===== config.mk =====
export PLATFORM = sky130hd
export DESIGN_NAME = bfz_map
export DESIGN_NICKNAME = d
export VERILOG_FILES = /design/src/design/bfz_pkg.sv /design/src/design/bfz_map.sv
export SDC_FILE = /design/constraint.sdc
export NUM_CORES = 2
export LEC_CHECK = 0
export BUFFER_PORTS_ARGS = -buffer_cell sky130_fd_sc_hd__buf_2
export CORE_MARGIN = 10
export CORE_UTILIZATION = 33
export DETAILED_ROUTE_END_ITERATION = 10
export REMOVE_ABC_BUFFERS = 1
export SYNTH_ARGS = -nofsm -noshare
export SYNTH_HDL_FRONTEND = slang
export SYNTH_SLANG_ARGS = --single-unit

===== constraint.sdc =====
create_clock -name clock -period 8.5 [get_ports clock]
set_input_delay 1.7 -clock clock [delete_from_list [all_inputs] [get_ports clock]]
set_output_delay 1.7 -clock clock [all_outputs]
set_load 0.005 [all_outputs]

===== src/design/bfz_pkg.sv =====
package bfz_pkg;

   // Fixed canvas and source limits
   localparam int CANVAS_W       = 1280;
   localparam int CANVAS_H       = 720;
   localparam int MAX_SOURCE_DIM = 2048;

   // Datapath widths
   localparam int DIM_W      = 12;   // saturated width / height
   localparam int IX_W       = 11;   // pixel column / row inside the source
   localparam int INV_W      = 18;   // inverse scale, Q16
   localparam int ORG_W      = 20;   // canvas origin, Q4, signed
   localparam int D_W        = 20;   // pixel center minus origin, Q4, signed
   localparam int LIN_W      = 24;   // linear source position
   localparam int PIX_W      = 32;
   localparam int CSR_IDX_W  = 3;
   localparam int CSR_DATA_W = 18;

   // Rounding bias for the premultiply: 255 * 2^31
   localparam logic [48:0] RND_BIAS = 49'(255) << 31;

   typedef enum logic [CSR_IDX_W-1:0] {
      CSR_SRC_W = 3'd0,
      CSR_SRC_H = 3'd1,
      CSR_ZOOM  = 3'd2,
      CSR_PAN_X = 3'd3,
      CSR_PAN_Y = 3'd4
   } csr_index_type;

   typedef enum logic [1:0] {
      ST_PREP,
      ST_DIV,
      ST_IDLE
   } setup_state_type;

   // Derived configuration; the user keeps it stable while items are in flight, not enforced
   typedef struct packed {
      logic [DIM_W-1:0]        w;
      logic [DIM_W-1:0]        h;
      logic [LIN_W-1:0]        wh;
      logic [INV_W-1:0]        inv;
      logic signed [ORG_W-1:0] org_x;
      logic signed [ORG_W-1:0] org_y;
   } cfg_type;

   // Per item control carried down the address pipeline
   typedef struct packed {
      logic             valid;
      logic             render;
      logic             wr_ok;
      logic [LIN_W-1:0] wr_idx;
      logic [PIX_W-1:0] pix;
   } ctl_type;

   // Request to the pixel store
   typedef struct packed {
      ctl_type          ctl;
      logic             in_img;
      logic [7:0]       wx;
      logic [7:0]       wy;
      logic [LIN_W-1:0] a00;
      logic [LIN_W-1:0] a10;
      logic [LIN_W-1:0] a01;
      logic [LIN_W-1:0] a11;
      logic [3:0]       zero;
   } memreq_type;

   // Four neighbors read from the store
   typedef struct packed {
      logic                  valid;
      logic                  render;
      logic                  in_img;
      logic [7:0]            wx;
      logic [7:0]            wy;
      logic [3:0]            zero;
      logic [3:0][PIX_W-1:0] px;
   } pixq_type;

   // Finished output pixel
   typedef struct packed {
      logic       valid;
      logic [7:0] red;
      logic [7:0] green;
      logic [7:0] blue;
      logic       in_img;
   } res_type;

endpackage


===== src/design/bfz_map.sv =====
module bfz_map #(
   parameter int SOURCE_PIXELS = 1048576
) (
   input  logic                           clock,
   input  logic                           reset,
   input  logic                           adv,
   input  logic                           accept,
   input  logic                           action,
   input  logic [19:0]                    load_index,
   input  logic [bfz_pkg::PIX_W-1:0]      pix,
   input  logic [10:0]                    out_col,
   input  logic [9:0]                     out_row,
   input  bfz_pkg::cfg_type               cfg,
   output bfz_pkg::memreq_type            req
);
   import bfz_pkg::*;

   ctl_type ctl1_ff, ctl2_ff, ctl3_ff, ctl4_ff;
   logic signed [D_W-1:0]  dx1_ff, dy1_ff;
   logic signed [38:0]     px2_ff, py2_ff;
   logic                   in3_ff, in4_ff;
   logic [IX_W-1:0]        x0_3_ff, x1_3_ff, y0_3_ff, y1_3_ff, x0_4_ff, x1_4_ff;
   logic [7:0]             wx3_ff, wy3_ff, wx4_ff, wy4_ff;
   logic [22:0]            r0_4_ff, r1_4_ff;
   memreq_type             req_ff;

   ctl_type                ctl0;
   logic [20:0]            dx_full, dy_full;
   logic signed [35:0]     sx, sy;
   logic                   in_x, in_y;
   logic [IX_W-1:0]        x0, y0, x1, y1;
   logic [LIN_W-1:0]       l00, l10, l01, l11;

   // Stage 1: pixel center minus origin, load range check
   always_comb begin
      ctl0.valid  = accept;
      ctl0.render = action;
      ctl0.wr_idx = LIN_W'(load_index);
      ctl0.wr_ok  = (LIN_W'(load_index) < cfg.wh) &&
                    (LIN_W'(load_index) < LIN_W'(SOURCE_PIXELS));
      ctl0.pix    = pix;
      dx_full = {6'b0, out_col, 1'b1, 3'b0} - {cfg.org_x[ORG_W-1], cfg.org_x};
      dy_full = {7'b0, out_row, 1'b1, 3'b0} - {cfg.org_y[ORG_W-1], cfg.org_y};
   end

   // Stage 3: source coordinate, inside test, neighbors and weights
   always_comb begin
      sx = $signed({px2_ff[38], px2_ff[38:4]}) + $signed({9'b0, cfg.w - DIM_W'(1), 15'b0});
      sy = $signed({py2_ff[38], py2_ff[38:4]}) + $signed({9'b0, cfg.h - DIM_W'(1), 15'b0});
      in_x = !sx[35] && (sx[34:0] <= 35'({cfg.w - DIM_W'(1), 16'b0}));
      in_y = !sy[35] && (sy[34:0] <= 35'({cfg.h - DIM_W'(1), 16'b0}));
      x0 = sx[16 +: IX_W];
      y0 = sy[16 +: IX_W];
      x1 = (DIM_W'(x0) == cfg.w - DIM_W'(1)) ? x0 : x0 + IX_W'(1);
      y1 = (DIM_W'(y0) == cfg.h - DIM_W'(1)) ? y0 : y0 + IX_W'(1);
   end

   // Stage 5: linear neighbor positions
   always_comb begin
      l00 = LIN_W'(r0_4_ff) + LIN_W'(x0_4_ff);
      l10 = LIN_W'(r0_4_ff) + LIN_W'(x1_4_ff);
      l01 = LIN_W'(r1_4_ff) + LIN_W'(x0_4_ff);
      l11 = LIN_W'(r1_4_ff) + LIN_W'(x1_4_ff);
   end

   // Valid bits
   always_ff @(posedge clock) begin
      if (reset) begin
         ctl1_ff.valid    <= 1'b0;
         ctl2_ff.valid    <= 1'b0;
         ctl3_ff.valid    <= 1'b0;
         ctl4_ff.valid    <= 1'b0;
         req_ff.ctl.valid <= 1'b0;
      end else if (adv) begin
         ctl1_ff.valid    <= ctl0.valid;
         ctl2_ff.valid    <= ctl1_ff.valid;
         ctl3_ff.valid    <= ctl2_ff.valid;
         ctl4_ff.valid    <= ctl3_ff.valid;
         req_ff.ctl.valid <= ctl4_ff.valid;
      end
   end

   // Stage payloads
   always_ff @(posedge clock) begin
      if (adv) begin
         {ctl1_ff.render, ctl1_ff.wr_ok, ctl1_ff.wr_idx, ctl1_ff.pix} <=
            {ctl0.render, ctl0.wr_ok, ctl0.wr_idx, ctl0.pix};
         {ctl2_ff.render, ctl2_ff.wr_ok, ctl2_ff.wr_idx, ctl2_ff.pix} <=
            {ctl1_ff.render, ctl1_ff.wr_ok, ctl1_ff.wr_idx, ctl1_ff.pix};
         {ctl3_ff.render, ctl3_ff.wr_ok, ctl3_ff.wr_idx, ctl3_ff.pix} <=
            {ctl2_ff.render, ctl2_ff.wr_ok, ctl2_ff.wr_idx, ctl2_ff.pix};
         {ctl4_ff.render, ctl4_ff.wr_ok, ctl4_ff.wr_idx, ctl4_ff.pix} <=
            {ctl3_ff.render, ctl3_ff.wr_ok, ctl3_ff.wr_idx, ctl3_ff.pix};
         {req_ff.ctl.render, req_ff.ctl.wr_ok, req_ff.ctl.wr_idx, req_ff.ctl.pix} <=
            {ctl4_ff.render, ctl4_ff.wr_ok, ctl4_ff.wr_idx, ctl4_ff.pix};

         dx1_ff <= dx_full[D_W-1:0];
         dy1_ff <= dy_full[D_W-1:0];

         px2_ff <= dx1_ff * $signed({1'b0, cfg.inv});
         py2_ff <= dy1_ff * $signed({1'b0, cfg.inv});

         in3_ff  <= in_x && in_y;
         x0_3_ff <= x0;
         x1_3_ff <= x1;
         y0_3_ff <= y0;
         y1_3_ff <= y1;
         wx3_ff  <= sx[15:8];
         wy3_ff  <= sy[15:8];

         in4_ff  <= in3_ff;
         x0_4_ff <= x0_3_ff;
         x1_4_ff <= x1_3_ff;
         wx4_ff  <= wx3_ff;
         wy4_ff  <= wy3_ff;
         r0_4_ff <= 23'(y0_3_ff) * 23'(cfg.w);
         r1_4_ff <= 23'(y1_3_ff) * 23'(cfg.w);

         req_ff.in_img <= in4_ff;
         req_ff.wx     <= wx4_ff;
         req_ff.wy     <= wy4_ff;
         req_ff.a00    <= l00;
         req_ff.a10    <= l10;
         req_ff.a01    <= l01;
         req_ff.a11    <= l11;
         req_ff.zero   <= {l11 >= LIN_W'(SOURCE_PIXELS), l01 >= LIN_W'(SOURCE_PIXELS),
                           l10 >= LIN_W'(SOURCE_PIXELS), l00 >= LIN_W'(SOURCE_PIXELS)};
      end
   end

   assign req = req_ff;

endmodule


### Yosys cells after proc, flatten, opt, wreduce, memory -nomap -nowiden

Index checks and enable logic that the tools add are counted.

* register bits after elaboration: 656
* latch bits: 0
* RAM bits: 0
* ROM bits: 0
* input bits: 184
* output and inout port bits: 176
* logic and storage cells: 83
* memories kept: 0

* add/subtract/negate cells: 12
* multipliers: 4
* divide/modulo/power cells: 0
* order comparisons: 7
* eq/ne operators: 2
* shifts and indexed selects: 0
* multiplexer cells: 2
* bitwise gates (word level): 0
* reduce and logical (&&, ||, !) cells: 5

Operators by type and width (count)
* adder 23 x 11 -> 24 bit: 4
* >= comparator 24 x 21 -> 1 bit, second input constant: 4
* multiplier 20 x 19 -> 39 bit: 2
* adder 35 x 28 -> 36 bit: 2
* less-or-equal comparator 35 x 28 -> 1 bit: 2
* multiplier 11 x 12 -> 23 bit: 2
* == test 11 x 12 -> 1 bit: 2
* < comparator 20 x 24 -> 1 bit: 1
* subtractor 12 x 1 -> 12 bit, second input constant: 2
* adder 11 x 1 -> 11 bit, second input constant: 2
* 2-to-1 mux 11 bit: 2
* subtractor 15 x 20 -> 20 bit: 1
* subtractor 16 x 20 -> 20 bit: 1
* logical AND 1 bit: 3
* logical NOT 1 bit: 2

### Logic depth before layout (Yosys ltp)

* depth in word-level cells: 5
* mapped depth: 25
* depth with buffers taken out: 23

### Worst setup path before layout

OpenSTA, ideal clock, no wires.

* kind: in2reg
* from: input cfg[41] (netlist name)
* to: register py2_ff[38] (data pin)
* library setup time: 0.261 ns
* arrival time: 7.586 ns
* required time: 8.239 ns
* setup slack: 0.653 ns
* cell stages on the path: 23
* path buffers: 1
* path through: clkbuf_1 nand2_1 fa_1 inv_1 fa_1 inv_1 fa_1 inv_1 fa_1 fa_1 inv_1 fa_1 inv_1 ha_1 and2_1 a221o_1 a221oi_2 o21ai_1 nand3b_4 a41o_1 o41a_1 a211oi_2 xnor2_1

* word-level cells in the longest chain between the ends: 1

Ends and longest elaborated chain
* start: declaration: RTL line bfz_map.sv:13 `input bfz_pkg::cfg_type cfg,`
* multiplier 20 x 19 -> 39 bit: RTL line bfz_map.sv:101 `py2_ff <= dy1_ff * $signed({1'b0, cfg.inv});`
* end signal: assignment: RTL line bfz_map.sv:101
* end: declaration: RTL line bfz_map.sv:20 `logic signed [38:0] px2_ff, py2_ff;`

Every way passes these cells.
A chain may end at the register's enable or synchronous reset.

### Final worst setup path

* from: input cfg[45] (netlist name)
* to: register py2_ff[28] (data pin)

Same word-level chain as after synthesis.

==> out/metrics.yaml <==
grt:
  grt_pass1_wl_mm: 247
  grt_max_degree: 188
  antenna_found_initial: 7
  grtUsageTotal: 0.151
  first_global_vias: 43600
  grt_overflow: 0
logic_synthesis:
  ys_seq_elements: 648
  syn_avg_cell_area_um2: 10.8
  synthArstFlopShare: 0
  ys_warn_count: 0
  yosysSeqAreaShare: 0.311
  synthesis.area_um2: 62500
  ys_types: 76
  netlist_instances: 5811
  synth_edf_count: 643
  yosys_most_used_dff: "edfxtp_1"
clocking:
  insertion_delay_ns: 0.71
  cts_tree: "yes"
  cts_buffers: 82
  post_cts_buffers: 0
  post_cts_resized: 0
  h-tree-depth: 3
  cts-root-buf: "clkbuf_16"
  cts_buffer_depth: 3
  hold_buffers: 0
  clkTransAtPathRegs_ns: 0.05
  cts.sinks: 648
worst_setup_path:
  path_delay_family: "adder cells"
  cpMostUsedCell: "fa_1"
  cp_slowest_stage_delay_ns: 0.55
  crit_start: "cfg[45]"
  path_class: "input pin to flop"
  r2r_start: "dx1_ff[14]$_DFFE_PP_"
  path_buf_inv: 5
  ff2ff_path_depth: 23
  start_kind: "input pin"
  path_cells: "buf_2 -> buf_4 -> nand2_1 -> fa_1 -> fa_1 -> fa_1 -> inv_1 -> fa_1 -> fa_1 -> inv_1 -> fa_1 -> inv_1 -> ha_1 -> a211oi_1 -> o21ai_0 -> a21o_1 -> a221o_1 -> a21o_1 -> a311oi_1 -> o21ai_1 -> a21oi_1 -> xnor2_1"
  slowest_stage: "fa_1"
  rr_endpoint: "px2_ff[36]$_DFFE_PP_"
  end_kind: "flop"
  critPathArrivalTime_ns: 8.14
  r2r_setup_slack_ns: 1.44
  worstPathRequired_ns: 8.89
  crit_fanout: 24
timing:
  relSlewSlack: 0.289
  rsz0062_at_grt: "no"
  drv_slew: 0
  finalSetupViolations: 0
  layout_worst_path_cycle_share: 0.911
  min_period_ns: 7.74
  worst_pin_slew_ns: 1.07
  finalSetupTns_ns: 0
  hold_viol: 0
  fmax_mhz: 129
  skew_ns: 0.0609
worst_hold_path:
  min_from: "ctl3_ff[10]$_DFFE_PP_"
  min_path_cells: 0
  hold-path-endpoint: "ctl4_ff[10]$_DFFE_PP_"
  min_path_type: "flop to flop"
flow_run:
  drv_cap: 0
final_layout:
  nFillCells: 18400
  drive_gt1_frac: 0.0949
  nets: 7719
  syn_to_final_growth_pct: 12.5
floorplan:
  ios: 360
  die_x_um: 455
  initial_core_util: 0.332
  die-area_um2: 207000
  fp-row-count: 159
  core_area_um2: 188000
  die_y_um: 455
route:
  vias_per_cell: 4.65
  drt-initial-drc-count: 2076
  dr_total_vias: 40500
  drc_errors: 0
  dr.pass1.iters: 6
  drt-total-wl_mm: 158
  wire_per_inst_um: 18.1
  drtAntennaViolNets: 0
placed_design:
  gp_congestion: 0.862
  place_hpwl_mm: 125
  io_buffers: 355
status:
  outcome: "finished clean"
[cell families (layout without fill, tap and decap cells)]
group | count (synthesis) | count (layout) | synth area share
buffers and inverters | 1460 | 1872 | 0.0880
adder cells (fa/ha/maj) | 1374 | 1374 | 0.385
flip-flops | 648 | 648 | 0.311
AND/OR/NAND/NOR | 1536 | 1536 | 0.123
other | 1 | 6 | 0.0000600
AO/OA/AOI/OAI | 501 | 501 | 0.0519
multiplexers | 10 | 10 | 0.00166
XOR/XNOR | 281 | 281 | 0.0394
[cell usage in the layout, fill, tap and decap left out, types with 11 or more instances in the layout]
cell,instances
nand2_1,584
clkinv_2,13
nor2b_1,24
edfxtp_1,643
buf_12,12
o21a_1,29
o211ai_1,11
and3_1,33
a211oi_1,27
o21ai_1,20
clkbuf_1,13
buf_2,354
nand3_1,55
or3_1,17
a21oi_1,141
nor3_1,51
a31oi_1,12
xnor2_1,197
xor2_1,84
nor4_1,13
clkbuf_16,83
o21ai_0,100
ha_1,460
fa_1,914
a21o_1,51
and2_1,521
o21bai_1,28
buf_4,78
nand4_1,25
inv_1,1278
nor2_1,152
nand2b_1,27
[worst reg2reg max path: stages (launching register included)]
cell and delay [ns]:
edfxtp_1 1.04, and2_1 0.29, fa_1 0.43, fa_1 0.52, inv_1 0.05, fa_1 0.47, inv_1 0.05, fa_1 0.49
fa_1 0.56, inv_1 0.05, fa_1 0.47, inv_1 0.04, ha_1 0.30, a21o_1 0.17, a21o_1 0.18, a211oi_1 0.25
buf_4 0.16, a211oi_1 0.06, buf_4 0.17, nor4_1 0.34, o211ai_1 0.21, a31o_2 0.28, a21oi_1 0.17, xnor2_1 0.08
[flip-flops by register name, indices dropped and copies added, names as in the netlist]
register  cells
x1_3_ff      11
dy1_ff       20
wx3_ff        8
y0_3_ff      11
in4_ff        1
wy3_ff        8
ctl3_ff      55
in3_ff        1
ctl2_ff      55
req         172
x1_4_ff      11
x0_3_ff      11
py2_ff       35
y1_3_ff      11
dx1_ff       20
x0_4_ff      11
wx4_ff        8
px2_ff       35
ctl4_ff      55
ctl1_ff      55
wy4_ff        8
r1_4_ff      23
r0_4_ff      23
[cells in the mapped netlist, types with 6 or more instances]
cell       instances  area, µm²
clkbuf_1         176        661
a31oi_1           12       75.1
o21a_1            29        218
o2111ai_1          6       52.6
nand2_1          584       2190
a21boi_0          10       75.1
inv_1           1278       4800
o21ai_0          100        500
o21bai_1          28        210
or4_1              6       45.0
ha_1             460       5760
nand3_1           55        275
a21o_1            51        383
o21ai_1           20        100
nor2_1           152        571
nand4_1           25        156
a2111oi_0          6       52.6
a211oi_1          27        203
xnor2_1          197       1730
nor2b_1           24        150
or3_1             17        106
nor3b_1            7       52.6
and3_1            33        206
nand2b_1          27        169
edfxtp_1         643      19300
fa_1             914      18300
mux2i_1            7       70.1
a21oi_1          141        706
nor4_1            14       87.6
xor2_1            84        736
o211ai_1          11       82.6
nor3_1            51        255
and2_1           521       3260
a211o_1            6       52.6
[final cells by class]
cell class              count  area (µm²)  area share
clock inverters            51         592     0.00842
well taps                2495        3120      0.0444
clock buffers              98        2150      0.0306
flip-flops and latches    648       19400       0.276
repair buffers            445        2610      0.0372
multi-input cells        3706       37600       0.535
inverters                1278        4800      0.0683
diodes                      2        5.00   0.0000712
[routing by layer]
layer	routed length, µm	track usage	vias up
met5	39	0	-
met4	4360	0.0453	4
met3	9080	0.0279	234
met2	76100	0.260	1032
met1	68500	0.194	20400
li1	-	-	18900
[worst max-delay path by stage]
stage / endpoint / slack [ns] / cells after the start
after floorplan: py2_ff[38]$_DFFE_PP_ / 0.89 / 22
after global placement: py2_ff[38]$_DFFE_PP_ / 0.22 / 23
after detailed placement: py2_ff[38]$_DFFE_PP_ / 0.11 / 22
after CTS: py2_ff[38]$_DFFE_PP_ / 0.87 / 22
after global routing: px2_ff[37]$_DFFE_PP_ / 0.51 / 20
final: py2_ff[28]$_DFFE_PP_ / 0.76 / 22
[through the flow]
step	worst slack, ns	cells	hold WS, ns	area, µm²	util
after floorplan	0.888	5632	0.400	61800	-
after global placement	0.223	8572	0.400	67500	0.359
after detailed placement	0.107	8572	0.405	67500	0.359
after CTS	0.866	8721	0.395	70300	0.374
after global routing	0.514	8723	0.410	70300	0.374
final	0.757	8723	0.399	70300	0.374
Power is not shown: default switching activity piles up to over one toggle a cycle in this logic, so the estimate is an artifact.
