### config.mk
export PLATFORM = sky130hd
export DESIGN_NAME = bfz_setup
export DESIGN_NICKNAME = d
export VERILOG_FILES = /design/src/design/bfz_pkg.sv /design/src/design/bfz_setup.sv
export SDC_FILE = /design/constraint.sdc
export NUM_CORES = 1
export LEC_CHECK = 0
export BUFFER_PORTS_ARGS = -buffer_cell sky130_fd_sc_hd__buf_2
export CELL_PAD_IN_SITES_DETAIL_PLACEMENT = 0
export CELL_PAD_IN_SITES_GLOBAL_PLACEMENT = 1
export CORE_MARGIN = 2
export CORE_UTILIZATION = 45
export CTS_BUF_LIST = sky130_fd_sc_hd__clkbuf_8
export DETAILED_ROUTE_END_ITERATION = 10
export GPL_TIMING_DRIVEN = 0
export PLACE_DENSITY_LB_ADDON = 0.1
export SKIP_CTS_REPAIR_TIMING = 1
export SLEW_MARGIN = 10
export SYNTH_ARGS = -nofsm -noshare
export SYNTH_HDL_FRONTEND = slang
export SYNTH_SLANG_ARGS = --single-unit
### constraint.sdc
create_clock -name clock -period 6.2 [get_ports clock]
set_input_delay 0.62 -clock clock [delete_from_list [all_inputs] [get_ports clock]]
set_output_delay 0.62 -clock clock [all_outputs]
set_load 0.01 [all_outputs]
### src/design/bfz_pkg.sv
package bfz_pkg;

   // Fixed canvas and source limits
   localparam int CANVAS_W       = 1280;
   localparam int CANVAS_H       = 720;
   localparam int MAX_SOURCE_DIM = 2048;

   // Datapath widths
   localparam int DIM_W      = 12;   // saturated width / height
   localparam int IX_W       = 11;   // pixel column / row inside the source
   localparam int INV_W      = 18;   // inverse scale, Q16
   localparam int ORG_W      = 20;   // canvas origin, Q4, signed
   localparam int D_W        = 20;   // pixel center minus origin, Q4, signed
   localparam int LIN_W      = 24;   // linear source position
   localparam int PIX_W      = 32;
   localparam int CSR_IDX_W  = 3;
   localparam int CSR_DATA_W = 18;

   // Rounding bias for the premultiply: 255 * 2^31
   localparam logic [48:0] RND_BIAS = 49'(255) << 31;

   typedef enum logic [CSR_IDX_W-1:0] {
      CSR_SRC_W = 3'd0,
      CSR_SRC_H = 3'd1,
      CSR_ZOOM  = 3'd2,
      CSR_PAN_X = 3'd3,
      CSR_PAN_Y = 3'd4
   } csr_index_type;

   typedef enum logic [1:0] {
      ST_PREP,
      ST_DIV,
      ST_IDLE
   } setup_state_type;

   // Derived configuration; the user keeps it stable while items are in flight, not enforced
   typedef struct packed {
      logic [DIM_W-1:0]        w;
      logic [DIM_W-1:0]        h;
      logic [LIN_W-1:0]        wh;
      logic [INV_W-1:0]        inv;
      logic signed [ORG_W-1:0] org_x;
      logic signed [ORG_W-1:0] org_y;
   } cfg_type;

   // Per item control carried down the address pipeline
   typedef struct packed {
      logic             valid;
      logic             render;
      logic             wr_ok;
      logic [LIN_W-1:0] wr_idx;
      logic [PIX_W-1:0] pix;
   } ctl_type;

   // Request to the pixel store
   typedef struct packed {
      ctl_type          ctl;
      logic             in_img;
      logic [7:0]       wx;
      logic [7:0]       wy;
      logic [LIN_W-1:0] a00;
      logic [LIN_W-1:0] a10;
      logic [LIN_W-1:0] a01;
      logic [LIN_W-1:0] a11;
      logic [3:0]       zero;
   } memreq_type;

   // Four neighbors read from the store
   typedef struct packed {
      logic                  valid;
      logic                  render;
      logic                  in_img;
      logic [7:0]            wx;
      logic [7:0]            wy;
      logic [3:0]            zero;
      logic [3:0][PIX_W-1:0] px;
   } pixq_type;

   // Finished output pixel
   typedef struct packed {
      logic       valid;
      logic [7:0] red;
      logic [7:0] green;
      logic [7:0] blue;
      logic       in_img;
   } res_type;

endpackage

### src/design/bfz_setup.sv
module bfz_setup (
   input  logic                           clock,
   input  logic                           reset,
   input  logic                           csr_valid,
   input  logic [bfz_pkg::CSR_IDX_W-1:0]  csr_index,
   input  logic [bfz_pkg::CSR_DATA_W-1:0] csr_data,
   output logic                           csr_ready,
   output bfz_pkg::cfg_type               cfg,
   output logic                           busy
);
   import bfz_pkg::*;

   localparam int CNT_W = $clog2(INV_W);

   logic [DIM_W-1:0]      src_w_ff, src_h_ff;
   logic [15:0]           zoom_ff;
   logic [17:0]           pan_x_ff, pan_y_ff;
   setup_state_type       state_ff, state_in;
   logic [CNT_W-1:0]      cnt_ff;
   logic [35:0]           rem_ff, den_ff;
   logic [INV_W-1:0]      quo_ff;
   logic [DIM_W-1:0]      w_ff, h_ff;
   logic [LIN_W-1:0]      wh_ff;
   logic signed [ORG_W-1:0] org_x_ff, org_y_ff;

   logic [DIM_W-1:0] w_sat, h_sat;
   logic [15:0]      z_sat;
   logic [21:0]      m_a, m_b, m_max;
   logic [35:0]      den;
   logic [36:0]      shifted;
   logic             ge;
   logic             wr;

   assign csr_ready = 1'b1;
   assign wr        = csr_valid && csr_ready;

   // Register saturation, larger cross product and divisor
   always_comb begin
      w_sat = (src_w_ff == '0) ? DIM_W'(1) :
              (src_w_ff > DIM_W'(MAX_SOURCE_DIM)) ? DIM_W'(MAX_SOURCE_DIM) : src_w_ff;
      h_sat = (src_h_ff == '0) ? DIM_W'(1) :
              (src_h_ff > DIM_W'(MAX_SOURCE_DIM)) ? DIM_W'(MAX_SOURCE_DIM) : src_h_ff;
      z_sat = (zoom_ff < 16'd4096) ? 16'd4096 :
              (zoom_ff > 16'd32768) ? 16'd32768 : zoom_ff;
      m_a   = 22'(w_sat) * 22'(CANVAS_H);
      m_b   = 22'(h_sat) * 22'(CANVAS_W);
      m_max = (m_a > m_b) ? m_a : m_b;
      den   = 36'(z_sat) * 36'(CANVAS_W * CANVAS_H);
   end

   // One restoring division step; low dividend bits are all zero
   assign shifted = {rem_ff, 1'b0};
   assign ge      = shifted >= {1'b0, den_ff};

   // Configuration registers
   always_ff @(posedge clock) begin
      if (reset) begin
         src_w_ff <= DIM_W'(1280);
         src_h_ff <= DIM_W'(720);
         zoom_ff  <= 16'd4096;
         pan_x_ff <= '0;
         pan_y_ff <= '0;
      end else if (wr) begin
         case (csr_index_type'(csr_index))
            CSR_SRC_W: src_w_ff <= csr_data[DIM_W-1:0];
            CSR_SRC_H: src_h_ff <= csr_data[DIM_W-1:0];
            CSR_ZOOM:  zoom_ff  <= csr_data[15:0];
            CSR_PAN_X: pan_x_ff <= csr_data;
            CSR_PAN_Y: pan_y_ff <= csr_data;
            default:   ;
         endcase
      end
   end

   // Sequencer state
   always_ff @(posedge clock) begin
      if (reset) state_ff <= ST_PREP;
      else       state_ff <= state_in;
   end

   always_comb begin
      state_in = state_ff;
      case (state_ff)
         ST_PREP: state_in = ST_DIV;
         ST_DIV:  if (cnt_ff == '0) state_in = ST_IDLE;
         ST_IDLE: state_in = ST_IDLE;
         default: state_in = ST_PREP;
      endcase
      if (wr) state_in = ST_PREP;
      busy = (state_ff != ST_IDLE);
   end

   // Derived values and divider datapath
   always_ff @(posedge clock) begin
      case (state_ff)
         ST_PREP: begin
            w_ff     <= w_sat;
            h_ff     <= h_sat;
            wh_ff    <= LIN_W'(w_sat) * LIN_W'(h_sat);
            org_x_ff <= ORG_W'(CANVAS_W * 8) + {{(ORG_W-18){pan_x_ff[17]}}, pan_x_ff};
            org_y_ff <= ORG_W'(CANVAS_H * 8) + {{(ORG_W-18){pan_y_ff[17]}}, pan_y_ff};
            den_ff   <= den;
            rem_ff   <= 36'(m_max) << 10;
            cnt_ff   <= CNT_W'(INV_W - 1);
         end
         ST_DIV: begin
            rem_ff <= ge ? 36'(shifted - {1'b0, den_ff}) : shifted[35:0];
            quo_ff <= {quo_ff[INV_W-2:0], ge};
            cnt_ff <= cnt_ff - CNT_W'(1);
         end
         default: ;
      endcase
   end

   assign cfg.w     = w_ff;
   assign cfg.h     = h_ff;
   assign cfg.wh    = wh_ff;
   assign cfg.inv   = quo_ff;
   assign cfg.org_x = org_x_ff;
   assign cfg.org_y = org_y_ff;

endmodule

Word level (Yosys, flattened, before mapping)
Cells that the tools add are included.
W data, S select, Z words.
Word-level totals
  register bits after elaboration: 249
  output and inout bits: 108
  logic and storage cells: 61
Cells by class
  add/subtract/negate cells: 4
  multipliers: 4
  $lt $le $gt $ge: 6
  equal/unequal tests: 8
  mux-type cells: 12
  reduce and logical (&&, ||, !) cells: 12
Operators by type and width (number)
  $pmux W36 S2: 1
  $mux W12: 4
  $ge A37 B36 Y1: 1
  $mux W36: 1
  $sub A36 B36 Y36: 1
  $mux W16: 2
  $gt A12 B12 Y1 const B: 2
  $logic_not A12 Y1: 2
  $mul A12 B12 Y24: 1
  $mul A16 B8 Y24 const B: 1
  $gt A22 B22 Y1: 1
  $mux W22: 1
  $add A14 B18 Y19 const A: 1
  $add A15 B18 Y19 const A: 1
  $mul A12 B6 Y18 const B: 1
  $gt A16 B16 Y1 const B: 1
  $lt A16 B13 Y1 const B: 1
  $mul A12 B3 Y14 const B: 1
  $pmux W5 S2: 1
  $reduce_and A2 Y1: 5
  $eq A3 B2 Y1 const B: 2
  $pmux W2 S3: 1
  $logic_not A5 Y1: 1
  $sub A5 B1 Y5 const B: 1
  10 further kinds: 11

Depth between registers and ports, before layout
  depth after elaboration: 7
  depth in mapped cells: 28

Worst setup path before layout
OpenSTA, ideal clock, no wires.
  path type: flip-flop to flip-flop
  start point: register src_w_ff[11]
  end point: register wh_ff[23], data pin
  arrival time: 5.615 ns
  required time: 5.940 ns
  slack: 0.325 ns
  cell stages (with the launch flop): 24
  path buffers: 2
  path through: dfxtp_1 inv_1 clkbuf_1 nand2_1 inv_1 clkbuf_1 nand2_1 fa_1 fa_1 inv_1 fa_1 fa_1 inv_1 fa_1 inv_1 ha_1 a21oi_1 o211ai_1 o21ba_2 o31ai_2 o41a_1 a21o_1 a21oi_2 xnor2_1
Between the ends
  longest elaborated chain between the ends: 4
RTL lines
  start: declaration: RTL line bfz_setup.sv:15  | logic [DIM_W-1:0] src_w_ff, src_h_ff;
  start signal: assignment: RTL line bfz_setup.sv:65  | CSR_SRC_W: src_w_ff <= csr_data[DIM_W-1:0];
  $gt A12 B12 Y1: RTL line bfz_setup.sv:40  | (src_w_ff > DIM_W'(MAX_SOURCE_DIM)) ? DIM_W'(MAX_SOURCE_DIM) : src_w_ff;
  $mux W12: RTL line bfz_setup.sv:40
  $mux W12 *: RTL line bfz_setup.sv:39  | w_sat = (src_w_ff == '0) ? DIM_W'(1) :
  via w_sat[9]: RTL line bfz_setup.sv:26  | logic [DIM_W-1:0] w_sat, h_sat;
  $mul A12 B12 Y24 *: RTL line bfz_setup.sv:99  | wh_ff <= LIN_W'(w_sat) * LIN_W'(h_sat);
  end signal: assignment: RTL line bfz_setup.sv:99
  end: declaration: RTL line bfz_setup.sv:23  | logic [LIN_W-1:0] wh_ff;
Mark *: on every way through the listed nets, which the timed path passes. The rest lies on a longest branch.
A chain may end at the register's enable or synchronous reset.

Worst setup path in the final report
  start point: register src_w_ff[10]
  end point: register rem_ff[31], data pin
Between the ends
  longest elaborated chain between the ends: 7
RTL lines
  $gt A12 B12 Y1: RTL line bfz_setup.sv:40
  $mux W12: RTL line bfz_setup.sv:40
  $mux W12 *: RTL line bfz_setup.sv:39
  $mul A12 B6 Y18 *: RTL line bfz_setup.sv:45  | m_a = 22'(w_sat) * 22'(CANVAS_H);
  via m_a[4]: RTL line bfz_setup.sv:28  | logic [21:0] m_a, m_b, m_max;
  $gt A22 B22 Y1 *: RTL line bfz_setup.sv:47  | m_max = (m_a > m_b) ? m_a : m_b;
  $mux W22 *: RTL line bfz_setup.sv:47
  $pmux W36 S2 *: RTL line bfz_setup.sv:95  | case (state_ff)
  end signal: assignment: RTL line bfz_setup.sv:103  | rem_ff <= 36'(m_max) << 10;
  end signal: assignment: RTL line bfz_setup.sv:107  | rem_ff <= ge ? 36'(shifted - {1'b0, den_ff}) : shifted[35:0];
  end: declaration: RTL line bfz_setup.sv:20  | logic [35:0] rem_ff, den_ff;
Marked as above.

==> flow_summary_export.csv <==
group,metric,value,unit
min_path,hp-class,"in -> reg",
global_route,grt_start_max_net_pins,58,
routing,drc,0,
timing,clock_skew,0.0386,ns
cells_and_area,drive_gt1_frac,0.180,
yosys,synthTopCellsByArea,"edfxtp_1, fa_1, ha_1, dfxtp_1, nand2_1",
pwr,power,5.75,mW
global_route,met3_usage,0.0406,
run_status,status,"completed",
routing,dr.pass1.iters,5,
cells_and_area,n_fill_cell,3788,
clock_network,clock_latency,0.63,ns
timing,timing.slew.headroom,0.418,
yosys,synth_top_cell_by_area,"edfxtp_1",
timing,setup_violations,0,
critical_path,worstPathRequired,6.52,ns
pwr,internal-power,3.73,mW
cells_and_area,area_growth,19.0,%
pwr,power_density,257,nW/um2
yosys,ys_seq_area_frac,0.334,
routing,vias,14600,
global_route,met1_usage,0.320,
cells_and_area,final_nets,2587,
cells_and_area,antennaDiodeCount,0,
yosys,synthTopCellsByCount,"nand2_1, inv_1, ha_1, edfxtp_1, fa_1",
pwr,p_seq_frac,0.343,
global_route,track_usage,0.226,
global_route,grt.busiest_layer,"met2",
pwr,power_switching,2.01,mW
yosys,syn_avg_cell_area,9.57,um2
pwr,p_clk_frac,0.310,
timing,layout_worst_path_cycle_share,0.981,
yosys,synthArstFlopShare,0,
floorplanning,core,41000,um2
clock_network,cts_tree,"done",
placement,gp_congestion,0.907,
critical_path,start_kind,"flop",
yosys,netlist_instances,1964,
pwr,vdd_drop_max,0.000193,V
routing,drt-total-wl,50200,um
clock_network,clockRootBuffer,"clkbuf_8",
floorplanning,die_w,208,um
critical_path,ff2ff_path_depth,24,
cells_and_area,final_util,0.545,
clock_network,cts_sinks,235,
critical_path,cp-end-kind,"flop",
yosys,yosys_register_bits,235,
timing,min_period,6.08,ns
yosys,synth_cell_type_count,81,
timing,tightest_slew,0.873,ns
min_path,hold_path_depth,2,
floorplanning,fp-row-count,74,
job,maxCapViolCount,0,
clock_network,clkTransAtPathRegs,0.07,ns
yosys,synth_most_common_cell,"nand2_1",
placement,numPortBuffers,128,
critical_path,cp.arrival,6.41,ns
clock_network,htreeDepth,2,
routing,drt_iter0_drc,833,
critical_path,critPathKind,"reg -> reg",
clock_network,cts.path.max_buffers,3,
global_route,grt_pass1_wl,77700,um
routing,post_drt_wl_per_cell,18.1,um
timing,fmax,164,MHz
pwr,p_comb_frac,0.347,
timing,drv_slew,0,
yosys,syn_area,18800,um2
global_route,antenna_found_initial,0,
floorplanning,boundaryPins,132,
yosys,ys_warn_count,0,
timing,hold_violations,0,
yosys,synth-main-ff-cell,"edfxtp_1",
routing,ant_nets,0,
global_route,use_met2,0.357,
yosys,synth-edff-count,157,
pwr,leakage,10.5,nW
critical_path,critPathMaxFanout,7,
global_route,overflow,0,
pwr,p_sw_frac,0.350,
floorplanning,die_h,208,um
placement,dp_hpwl,36700,um
yosys,netlist.area_leader.share,0.251,
floorplanning,start_util,0.458,
routing,vias_per_cell,5.27,
clock_network,cts_buffers,44,
global_route,grt_pass1_vias,14300,
yosys,synth_fp_nets,2350,
floorplanning,die_area,43400,um2
==> power by group through the flow <==
stage | registers [mW] | clock network (mW) | logic (mW)
finish | 1.97 | 1.78 | 1.99
global route | 1.99 | 1.90 | 2.20
CTS | 1.97 | 1.84 | 1.89
detailed placement | 2.00 | 0 | 1.87
global placement | 2.01 | 0 | 1.85
floorplan | 2.03 | 0 | 1.32
==> routing by layer <==
layer / up-vias / wire length [um]
li1: 7003 / -
met1: 7114 / 23200
met2: 378 / 22500
met3: 69 / 3450
met4: 0 / 1090
met5: - / 0
==> per-stage QoR <==
step | setup TNS [ns] | instance area (um2) | setup WS [ns] | cells | hold WS (ns)
2_1_floorplan | 0 | 18800 | 0.325 | 1964 | 0.408
3_5_place_dp | -19.76 | 20100 | -1.41 | 2625 | 0.414
4_1_cts | -20.71 | 21200 | -1.35 | 2704 | 0.167
3_3_place_gp | -19.83 | 20100 | -1.33 | 2624 | 0.412
5_1_grt | -0.345 | 22400 | -0.0981 | 2766 | 0.190
6_report | 0 | 22400 | 0.119 | 2766 | 0.222
==> flip-flops by register name, summed over array words and instances, names as in the netlist <==
register	flops
cnt_ff	5
den_ff	24
h_ff	12
org_x_ff	19
org_y_ff	19
pan_x_ff	18
pan_y_ff	18
quo_ff	18
rem_ff	24
src_h_ff	12
src_w_ff	12
state_ff	2
w_ff	12
wh_ff	24
zoom_ff	16
==> worst paths after layout <==
check | from | endpoint | slack, ns
min | csr_valid | state_ff[1]$_SDFFE_PP0P_ | 0.22
max | src_w_ff[10]$_SDFFE_PP1P_ | rem_ff[31]$_DFFE_PP_ | 0.12
min reg2reg | pan_x_ff[2]$_SDFFE_PP0P_ | org_x_ff[2]$_DFFE_PP_ | 0.41
max reg2reg | src_w_ff[10]$_SDFFE_PP1P_ | rem_ff[31]$_DFFE_PP_ | 0.12
==> cell usage in the layout, fill, tap and decap left out, drive strengths merged, types with 12 or more instances in the layout <==
| master | synthesis | layout |
|---|---|---|
| a21o | 27 | 27 |
| a21oi | 117 | 117 |
| a31oi | 12 | 12 |
| and2 | 33 | 33 |
| buf | 11 | 213 |
| clkbuf | 55 | 85 |
| clkinvlp | 0 | 22 |
| dfxtp | 78 | 78 |
| edfxtp | 157 | 157 |
| fa | 143 | 143 |
| ha | 219 | 219 |
| inv | 300 | 306 |
| nand2 | 312 | 312 |
| nand2b | 17 | 17 |
| nand3 | 19 | 19 |
| nor2 | 116 | 116 |
| nor2b | 14 | 14 |
| nor3 | 23 | 23 |
| o21a | 13 | 13 |
| o21ai | 44 | 44 |
| xnor2 | 58 | 58 |
| xor2 | 23 | 23 |
==> critical path: stages, from the launching register on <==
cell      delay (ns)
dfxtp_4         0.37
nor4_4          0.26
a31oi_1         0.12
or2_4           0.31
inv_8           0.10
ha_2            0.32
ha_1            0.30
inv_1           0.05
fa_1            0.49
inv_1           0.05
ha_1            0.32
a211oi_2        0.31
o21ai_2         0.11
a2111o_1        0.48
a31o_2          0.25
a21oi_1         0.17
xnor2_1         0.18
ha_1            0.29
nor4b_2         0.16
nand3_1         0.10
o22ai_2         0.09
a31oi_4         0.29
inv_2           0.10
o211ai_1        0.37
o221ai_2        0.17
==> cell type report <==
cell class | count | area [um2] | share of cell area
Sequential cell | 235 | 6290 | 0.281
Multi-Input combinational cell | 1355 | 11600 | 0.517
Buffer | 58 | 348 | 0.0155
Tap cell | 532 | 666 | 0.0298
Inverter | 308 | 1220 | 0.0545
Timing Repair Buffer | 193 | 1220 | 0.0546
Clock buffer | 47 | 647 | 0.0289
Clock inverter | 32 | 383 | 0.0171
Timing Repair inverter | 6 | 37.5 | 0.00168
==> cell families after synthesis <==
group,after synthesis,share of synthesized area
AND/OR/NAND/NOR,589,0.138
XOR/XNOR,81,0.0377
adder cells (fa/ha/maj),362,0.298
AO/OA/AOI/OAI,314,0.111
multiplexers,8,0.00433
other,1,0.000199
flip-flops,235,0.334
buffers and inverters,374,0.0765
(Power assumes the default switching activity.)
